[src/hw/rtl/amc_pkg.sv]
// ----------------------------------------------------------------------------
// amc_pkg
// Types and constants shared by the alarm mode controller.
// ----------------------------------------------------------------------------
package amc_pkg;

    localparam int unsigned TICK_W     = 10;
    localparam int unsigned LIMIT_W    = 24;
    localparam int unsigned BLINK_W    = 16;
    localparam int unsigned ON_TIME_W  = 26;
    localparam int unsigned BTIME_W    = 17;
    localparam int unsigned CFG_IDX_W  = 8;
    localparam int unsigned CFG_DATA_W = 24;

    localparam logic [TICK_W-1:0]  TICK_PERIOD_RST = TICK_W'(100);
    localparam logic [LIMIT_W-1:0] MAX_ON_RST      = LIMIT_W'(60000);
    localparam logic [LIMIT_W-1:0] SHORT_BEEP_RST  = LIMIT_W'(500);
    localparam logic [BLINK_W-1:0] BLINK_HALF_RST  = BLINK_W'(500);

    localparam logic [CFG_IDX_W-1:0] CFG_TICK_PERIOD = CFG_IDX_W'(0);
    localparam logic [CFG_IDX_W-1:0] CFG_MAX_ON      = CFG_IDX_W'(1);
    localparam logic [CFG_IDX_W-1:0] CFG_SHORT_BEEP  = CFG_IDX_W'(2);
    localparam logic [CFG_IDX_W-1:0] CFG_BLINK_HALF  = CFG_IDX_W'(3);

    typedef enum logic [2:0] {
        MODE_OFF          = 3'd0,
        MODE_LED_ON       = 3'd1,
        MODE_BLINK        = 3'd2,
        MODE_BUZZER       = 3'd3,
        MODE_BLINK_BUZZER = 3'd4,
        MODE_SHORT_BEEP   = 3'd5
    } mode_t;

    localparam logic [1:0] ACK_NONE    = 2'd0;
    localparam logic [1:0] ACK_OK      = 2'd1;
    localparam logic [1:0] ACK_INVALID = 2'd2;

    localparam logic OP_TICK    = 1'b0;
    localparam logic OP_COMMAND = 1'b1;

    typedef struct packed {
        logic       opcode;
        logic       has_switch;
        logic [7:0] switch_value;
        logic       has_mode;
        logic [7:0] mode_value;
    } cmd_word_t;

    typedef struct packed {
        logic       led_drive;
        logic       buzzer_drive;
        logic       buzzer_tone;
        logic [2:0] current_mode;
        logic       timed_out;
        logic [1:0] ack_code;
        logic       report_due;
    } res_word_t;

    typedef struct packed {
        logic [TICK_W-1:0]  tick_period_ms;
        logic [LIMIT_W-1:0] max_on_ms;
        logic [LIMIT_W-1:0] short_beep_ms;
        logic [BLINK_W-1:0] blink_half_ms;
    } cfg_t;

endpackage

[src/hw/rtl/amc_core.sv]
// ----------------------------------------------------------------------------
// amc_core
// Mode state, on-time and blink timers; builds the result word for one item.
// ----------------------------------------------------------------------------
module amc_core
    import amc_pkg::*;
(
    input  logic      clk,
    input  logic      rst_n,
    input  logic      en,
    input  cmd_word_t item,
    input  cfg_t      cfg,
    output res_word_t result
);

    mode_t                 mode_reg,       mode_next;
    logic                  timeout_reg,    timeout_next;
    logic [ON_TIME_W-1:0]  on_time_reg,    on_time_next;
    logic [BTIME_W-1:0]    blink_time_reg, blink_time_next;
    logic                  phase_reg,      phase_next;

    logic [7:0]            mode_sel;
    logic [ON_TIME_W:0]    on_sum;
    logic [ON_TIME_W-1:0]  on_adv;
    logic [BTIME_W:0]      blink_sum;
    logic [BTIME_W-1:0]    blink_adv;
    logic                  active;
    logic                  blinking;
    logic [1:0]            ack;
    logic                  report;
    logic                  led;
    logic                  buz;

    always_comb
    begin
        mode_next       = mode_reg;
        timeout_next    = timeout_reg;
        on_time_next    = on_time_reg;
        blink_time_next = blink_time_reg;
        phase_next      = phase_reg;
        ack             = ACK_NONE;
        report          = 1'b0;

        if (item.has_switch && item.switch_value == 8'd0)
            mode_sel = 8'(MODE_OFF);
        else if (!item.has_mode)
            mode_sel = 8'(MODE_BLINK_BUZZER);
        else
            mode_sel = item.mode_value;

        active   = (mode_reg != MODE_OFF);
        blinking = (mode_reg inside {MODE_BLINK, MODE_BLINK_BUZZER});

        on_sum    = {1'b0, on_time_reg} + (ON_TIME_W+1)'(cfg.tick_period_ms);
        on_adv    = on_sum[ON_TIME_W] ? {ON_TIME_W{1'b1}} : on_sum[ON_TIME_W-1:0];
        blink_sum = {1'b0, blink_time_reg} + (BTIME_W+1)'(cfg.tick_period_ms);
        blink_adv = blink_sum[BTIME_W] ? {BTIME_W{1'b1}} : blink_sum[BTIME_W-1:0];

        if (item.opcode == OP_COMMAND)
        begin
            if (mode_sel > 8'(MODE_SHORT_BEEP))
            begin
                ack = ACK_INVALID;
            end
            else
            begin
                ack             = ACK_OK;
                report          = 1'b1;
                mode_next       = mode_t'(mode_sel[2:0]);
                timeout_next    = 1'b0;
                on_time_next    = '0;
                blink_time_next = '0;
                phase_next      = 1'b1;
            end
        end
        else
        begin
            if (active)
                on_time_next = on_adv;
            if (blinking)
            begin
                if (blink_adv >= BTIME_W'(cfg.blink_half_ms))
                begin
                    blink_time_next = '0;
                    phase_next      = ~phase_reg;
                end
                else
                begin
                    blink_time_next = blink_adv;
                end
            end
            if (mode_reg == MODE_SHORT_BEEP &&
                on_time_next >= ON_TIME_W'(cfg.short_beep_ms))
            begin
                report          = 1'b1;
                mode_next       = MODE_OFF;
                timeout_next    = 1'b0;
                on_time_next    = '0;
                blink_time_next = '0;
                phase_next      = 1'b1;
            end
            else if (active && on_time_next >= ON_TIME_W'(cfg.max_on_ms))
            begin
                report          = 1'b1;
                mode_next       = MODE_OFF;
                timeout_next    = 1'b1;
                on_time_next    = '0;
                blink_time_next = '0;
                phase_next      = 1'b1;
            end
        end
    end

    always_comb
    begin
        led = 1'b0;
        buz = 1'b0;
        case (mode_next)
            MODE_LED_ON:       led = 1'b1;
            MODE_BLINK:        led = phase_next;
            MODE_BUZZER:       buz = 1'b1;
            MODE_BLINK_BUZZER:
            begin
                led = phase_next;
                buz = 1'b1;
            end
            MODE_SHORT_BEEP:   buz = 1'b1;
            default:           ;
        endcase
    end

    always_comb
    begin
        result.led_drive    = led;
        result.buzzer_drive = buz;
        result.buzzer_tone  = buz;
        result.current_mode = mode_next;
        result.timed_out    = timeout_next;
        result.ack_code     = ack;
        result.report_due   = report;
    end

    always_ff @(posedge clk or negedge rst_n)
    begin
        if (!rst_n)
        begin
            mode_reg       <= MODE_OFF;
            timeout_reg    <= 1'b0;
            on_time_reg    <= '0;
            blink_time_reg <= '0;
            phase_reg      <= 1'b1;
        end
        else if (en)
        begin
            mode_reg       <= mode_next;
            timeout_reg    <= timeout_next;
            on_time_reg    <= on_time_next;
            blink_time_reg <= blink_time_next;
            phase_reg      <= phase_next;
        end
    end

endmodule

[src/hw/rtl/alarm_mode_controller.sv]
// ----------------------------------------------------------------------------
// alarm_mode_controller
// Alarm LED and buzzer mode controller: ticks and commands in, one status
// word out per item.
//
// cmd channel: cmd_valid / cmd_stall / cmd_word. Each word is a tick or a
// decoded control command.
// res channel: res_valid / res_stall / res_word. Exactly one result word per
// command word, in order.
// cfg channel: cfg_valid / cfg_ready / cfg_index / cfg_data, always ready.
// Index 0 tick period, 1 max on-time, 2 short beep time, 3 blink half period;
// other indexes are ignored. Write only while the block is idle.
// Path: the input register holds the accepted word; the result register then
// takes its result after one pass of the update logic.
// Throughput: one word per cycle while the receiver does not stall; the mode
// and timer update is a single add-and-compare pass.
// Receiver stall: the result register holds; cmd_stall rises when the input
// register is full and cannot move on, so nothing is dropped.
// Reset: mode off, timers clear, blink phase on, config registers at defaults.
// ----------------------------------------------------------------------------
module alarm_mode_controller
    import amc_pkg::*;
(
    input  logic                  clk,
    input  logic                  rst_n,
    input  logic                  cmd_valid,
    output logic                  cmd_stall,
    input  cmd_word_t             cmd_word,
    output logic                  res_valid,
    input  logic                  res_stall,
    output res_word_t             res_word,
    input  logic                  cfg_valid,
    output logic                  cfg_ready,
    input  logic [CFG_IDX_W-1:0]  cfg_index,
    input  logic [CFG_DATA_W-1:0] cfg_data
);

    cfg_t      cfg_reg;
    logic      s1_valid_reg;
    cmd_word_t s1_word_reg;
    logic      res_valid_reg;
    res_word_t res_word_reg;
    res_word_t core_result;
    logic      res_free;
    logic      advance;

    assign res_free  = !res_valid_reg || !res_stall;
    assign advance   = s1_valid_reg && res_free;
    assign cmd_stall = s1_valid_reg && !res_free;
    assign cfg_ready = 1'b1;
    assign res_valid = res_valid_reg;
    assign res_word  = res_word_reg;

    amc_core u_core
    (
        .clk    (clk),
        .rst_n  (rst_n),
        .en     (advance),
        .item   (s1_word_reg),
        .cfg    (cfg_reg),
        .result (core_result)
    );

    always_ff @(posedge clk or negedge rst_n)
    begin
        if (!rst_n)
        begin
            cfg_reg.tick_period_ms <= TICK_PERIOD_RST;
            cfg_reg.max_on_ms      <= MAX_ON_RST;
            cfg_reg.short_beep_ms  <= SHORT_BEEP_RST;
            cfg_reg.blink_half_ms  <= BLINK_HALF_RST;
        end
        else if (cfg_valid && cfg_ready)
        begin
            case (cfg_index)
                CFG_TICK_PERIOD: cfg_reg.tick_period_ms <= cfg_data[TICK_W-1:0];
                CFG_MAX_ON:      cfg_reg.max_on_ms      <= cfg_data[LIMIT_W-1:0];
                CFG_SHORT_BEEP:  cfg_reg.short_beep_ms  <= cfg_data[LIMIT_W-1:0];
                CFG_BLINK_HALF:  cfg_reg.blink_half_ms  <= cfg_data[BLINK_W-1:0];
                default:         ;
            endcase
        end
    end

    always_ff @(posedge clk or negedge rst_n)
    begin
        if (!rst_n)
        begin
            s1_valid_reg  <= 1'b0;
            res_valid_reg <= 1'b0;
        end
        else
        begin
            if (!cmd_stall)
                s1_valid_reg <= cmd_valid;
            if (res_free)
                res_valid_reg <= s1_valid_reg;
        end
    end

    always_ff @(posedge clk)
    begin
        if (cmd_valid && !cmd_stall)
            s1_word_reg <= cmd_word;
        if (advance)
            res_word_reg <= core_result;
    end

endmodule
[config.mk]
export PLATFORM = sky130hd
export DESIGN_NAME = alarm_mode_controller
export DESIGN_NICKNAME = d
export VERILOG_FILES = /design/src/hw/rtl/amc_pkg.sv /design/src/hw/rtl/amc_core.sv /design/src/hw/rtl/alarm_mode_controller.sv
export SDC_FILE = /design/constraint.sdc
export NUM_CORES = 1
export LEC_CHECK = 0
export BUFFER_PORTS_ARGS = -buffer_cell sky130_fd_sc_hd__buf_2
export CAP_MARGIN = 40
export CORE_ASPECT_RATIO = 2
export CORE_UTILIZATION = 63
export CTS_BUF_LIST = sky130_fd_sc_hd__clkbuf_4
export DETAILED_ROUTE_END_ITERATION = 10
export PLACE_DENSITY_LB_ADDON = 0.15
export SLEW_MARGIN = 20
export SYNTH_ARGS = -nofsm -noshare
export SYNTH_HDL_FRONTEND = slang
export SYNTH_SLANG_ARGS = --single-unit
[constraint.sdc]
create_clock -name clk -period 6.8 [get_ports clk]
set_input_delay 0.68 -clock clk [delete_from_list [all_inputs] [get_ports clk]]
set_output_delay 0.68 -clock clk [all_outputs]
set_load 0.02 [all_outputs]
==> flow_summary.json <==
{
  "status": "completed",
  "ant_nets": 0,
  "clk_latency_ps": 590,
  "synth_cell_types": 70,
  "dieArea_um2": 14900,
  "ys_seq_elements": 152,
  "arrival_ps": 6080,
  "totalNegativeSetupSlack_ps": 0,
  "ys_async_sr_fraction_pct": 81.6,
  "end_kind": "flip-flop",
  "largest_register_ffs": 74,
  "antenna_found_initial": 1,
  "synthesis.instances": 866,
  "synthSimpleGateAreaFrac_pct": 12.5,
  "dr.pass1.iters": 5,
  "ir_drop_mv": 0.178,
  "holdWs_ps": 80.9,
  "drv_cap": 0,
  "yosys_warnings": 0,
  "nFillCells": 1070,
  "required_ps": 7120,
  "ys.flop_type": "dfrtp_1",
  "p_leak_nw": 4.74,
  "synth_compound_area_share_pct": 14.5,
  "worstRegToRegCells": 18,
  "critical_path.startpoint": "u_core.on_time_reg[4]",
  "io_buffers": 67,
  "synth_area_um2": 9040,
  "avgRoutedWirePerCell_um": 19.4,
  "final_layout_size_suffix_gt1_share_pct": 22.7,
  "root_buffer": "clkbuf_4",
  "drv_slew": 0,
  "die_height_um": 171,
  "overflow": 0,
  "drc": 0,
  "postCtsSetupBuffers": 0,
  "via_per_inst": 6.18,
  "hold_buffers": 0,
  "worst_pin_slew_ps": 783,
  "grt_max_degree": 58,
  "cts_tree": "done",
  "gp_congestion": 1.02,
  "r2r-start": "u_core.on_time_reg[4]",
  "routed_wl_mm": 22.2,
  "synth_top_family_by_area": "compound AO/OA/AOI/OAI gates",
  "synthMuxAreaShare_pct": 9.43,
  "syn_avg_cell_area_um2": 10.4,
  "routed-wl-met3_um": 855,
  "crit_path_max_incr_delay_ps": 540,
  "wl_met2_mm": 12.0,
  "path_cells": "ha_1, and3_1, a221oi_2, nor2_1, o41a_1, and3_1, nand2_1, or3_1, nand3_1, ha_1, a21oi_1, nand3_1, o31a_1, a311o_1, nand4b_1, o211a_1, a221oi_1, a22oi_1",
  "top_layer_used": "met4",
  "startpoint_type": "flip-flop",
  "synth-edff-count": 28,
  "grt_pass1_vias": 7454,
  "mostFrequentLayoutCells": "dfrtp_1 (101), inv_1 (84), ha_1 (84)",
  "worstPathMaxFanout": 7,
  "yosys.area_share.adder_pct": 12.1,
  "fin_worst_skew_ps": 34.1,
  "rows": 61,
  "maxSlewHeadroom_pct": 47.3,
  "hpwl_mm": 17.2,
  "grt_pass1_wl_mm": 35.9,
  "layout_commonest_cell": "dfrtp_1",
  "met1_length_mm": 7.53,
  "timing.fmax_mhz": 174,
  "num_vias": 7055,
  "synth-seq-area-share_pct": 43.9,
  "worstSetupPathType": "flip-flop to flip-flop",
  "area_delta_synth_final_pct": 9.66,
  "grt_use_total_pct": 32.4,
  "htree_levels": 4,
  "post-route-period-util_pct": 84.6,
  "fin_crit_ps": 5750,
  "initial_core_util_pct": 64.8,
  "drt_first_iter_violations": 439,
  "numCtsBuffers": 17,
  "syn_nets": 1008,
  "final_nets": 1081,
  "rsz0062_at_grt": "no",
  "setup_viol": 0,
  "powerDensity_nw_per_um2": 273,
  "cts_resized": 0,
  "core_area_um2": 14000,
  "slowest_stage": "o41a_1",
  "hold_path_class": "input port to asynchronous set/reset pin",
  "clock_path_buffers": 2,
  "clk_pin_slew_ps": 150,
  "die_w_um": 86.7,
  "clkSinkCount": 152,
  "synth_xor_area_share_pct": 2.71,
  "ios": 69,
  "hold_viol": 0
}
[Yosys cell counts (10+ instances only)]
| cell | n | area, µm² |
|---|---|---|
| and3_1 | 12 | 75.1 |
| inv_1 | 84 | 315 |
| nand2b_1 | 10 | 62.6 |
| nand3_1 | 38 | 190 |
| a21oi_1 | 44 | 220 |
| dfstp_2 | 23 | 604 |
| clkbuf_1 | 14 | 52.6 |
| o21ai_0 | 43 | 215 |
| a22o_1 | 23 | 201 |
| edfxtp_1 | 28 | 841 |
| nor2_1 | 32 | 120 |
| nand2_1 | 73 | 274 |
| a21o_1 | 18 | 135 |
| dfrtp_1 | 101 | 2530 |
| xnor2_1 | 13 | 114 |
| nand4_1 | 16 | 100 |
| ha_1 | 84 | 1050 |
| mux2_2 | 74 | 833 |
| xor2_1 | 15 | 131 |
[through the flow]
| stage | setup slack (ps) | utilization [%] | power, mW | cell area, µm² | std cells |
|---|---|---|---|---|---|
| detailed placement | 1220 | 68.9 | 2.13 | 9620 | 1109 |
| CTS | 1190 | 71.0 | 2.70 | 9920 | 1141 |
| global placement | 1320 | 68.5 | 2.08 | 9570 | 1106 |
| global route | 709 | 71.0 | 2.87 | 9920 | 1142 |
| finish | 1050 | 71.0 | 2.71 | 9920 | 1142 |
| floorplan | 1970 | - | 1.79 | 9040 | 866 |
[critical path: cells and delay by family (launching register included)]
family | cells | cell delay, ps
compound gates | 8 | 2650
fa+ha+maj | 2 | 800
flops | 1 | 470
simple gates | 8 | 1600
[final timing paths]
| path | end | slack, ps |
|---|---|---|
| max in group asynchronous | u_core.phase_reg | 5560 |
| setup / recovery | res_word[9] | 1050 |
| hold reg to reg | u_core.blink_time_reg[5] | 510 |
| hold / removal | u_core.on_time_reg[14] | 80 |
| setup reg to reg | res_word[9] | 1050 |
| min in group clk | s1_word_reg[11] | 270 |
[final cells by class]
| class | instances | area [µm²] | share of cell area [%] |
|---|---|---|---|
| antenna | 1 | 2.50 | 0.0252 |
| clock buffer | 18 | 135 | 1.36 |
| clock inverter | 14 | 156 | 1.58 |
| inverter | 85 | 319 | 3.22 |
| multi-input combinational | 605 | 4640 | 46.8 |
| sequential | 152 | 3970 | 40.1 |
| tap | 189 | 236 | 2.38 |
| timing repair buffer | 78 | 452 | 4.55 |
[kinds of logic after synthesis]
group / count (synthesis)
simple gates: 225
compound gates: 189
flops: 152
buf+inv: 109
fa+ha+maj: 86
mux: 76
xor+xnor: 28
other cells: 1
[where the power goes]
part / internal [mW] / total (mW) / switching, mW
combinational: 0.399 / 1.05 / 0.654
sequential: 1.02 / 1.09 / 0.0657
clock: 0.202 / 0.571 / 0.368
[layer usage]
layer / up-vias / track usage [%]
met1: 3419 / 30.7
met3: 97 / 6.00
met4: 0 / 25.9
met2: 247 / 59.3
li1: 3292 / -
met5: - / 0
Note: power is estimated with default switching activity, not from simulation.
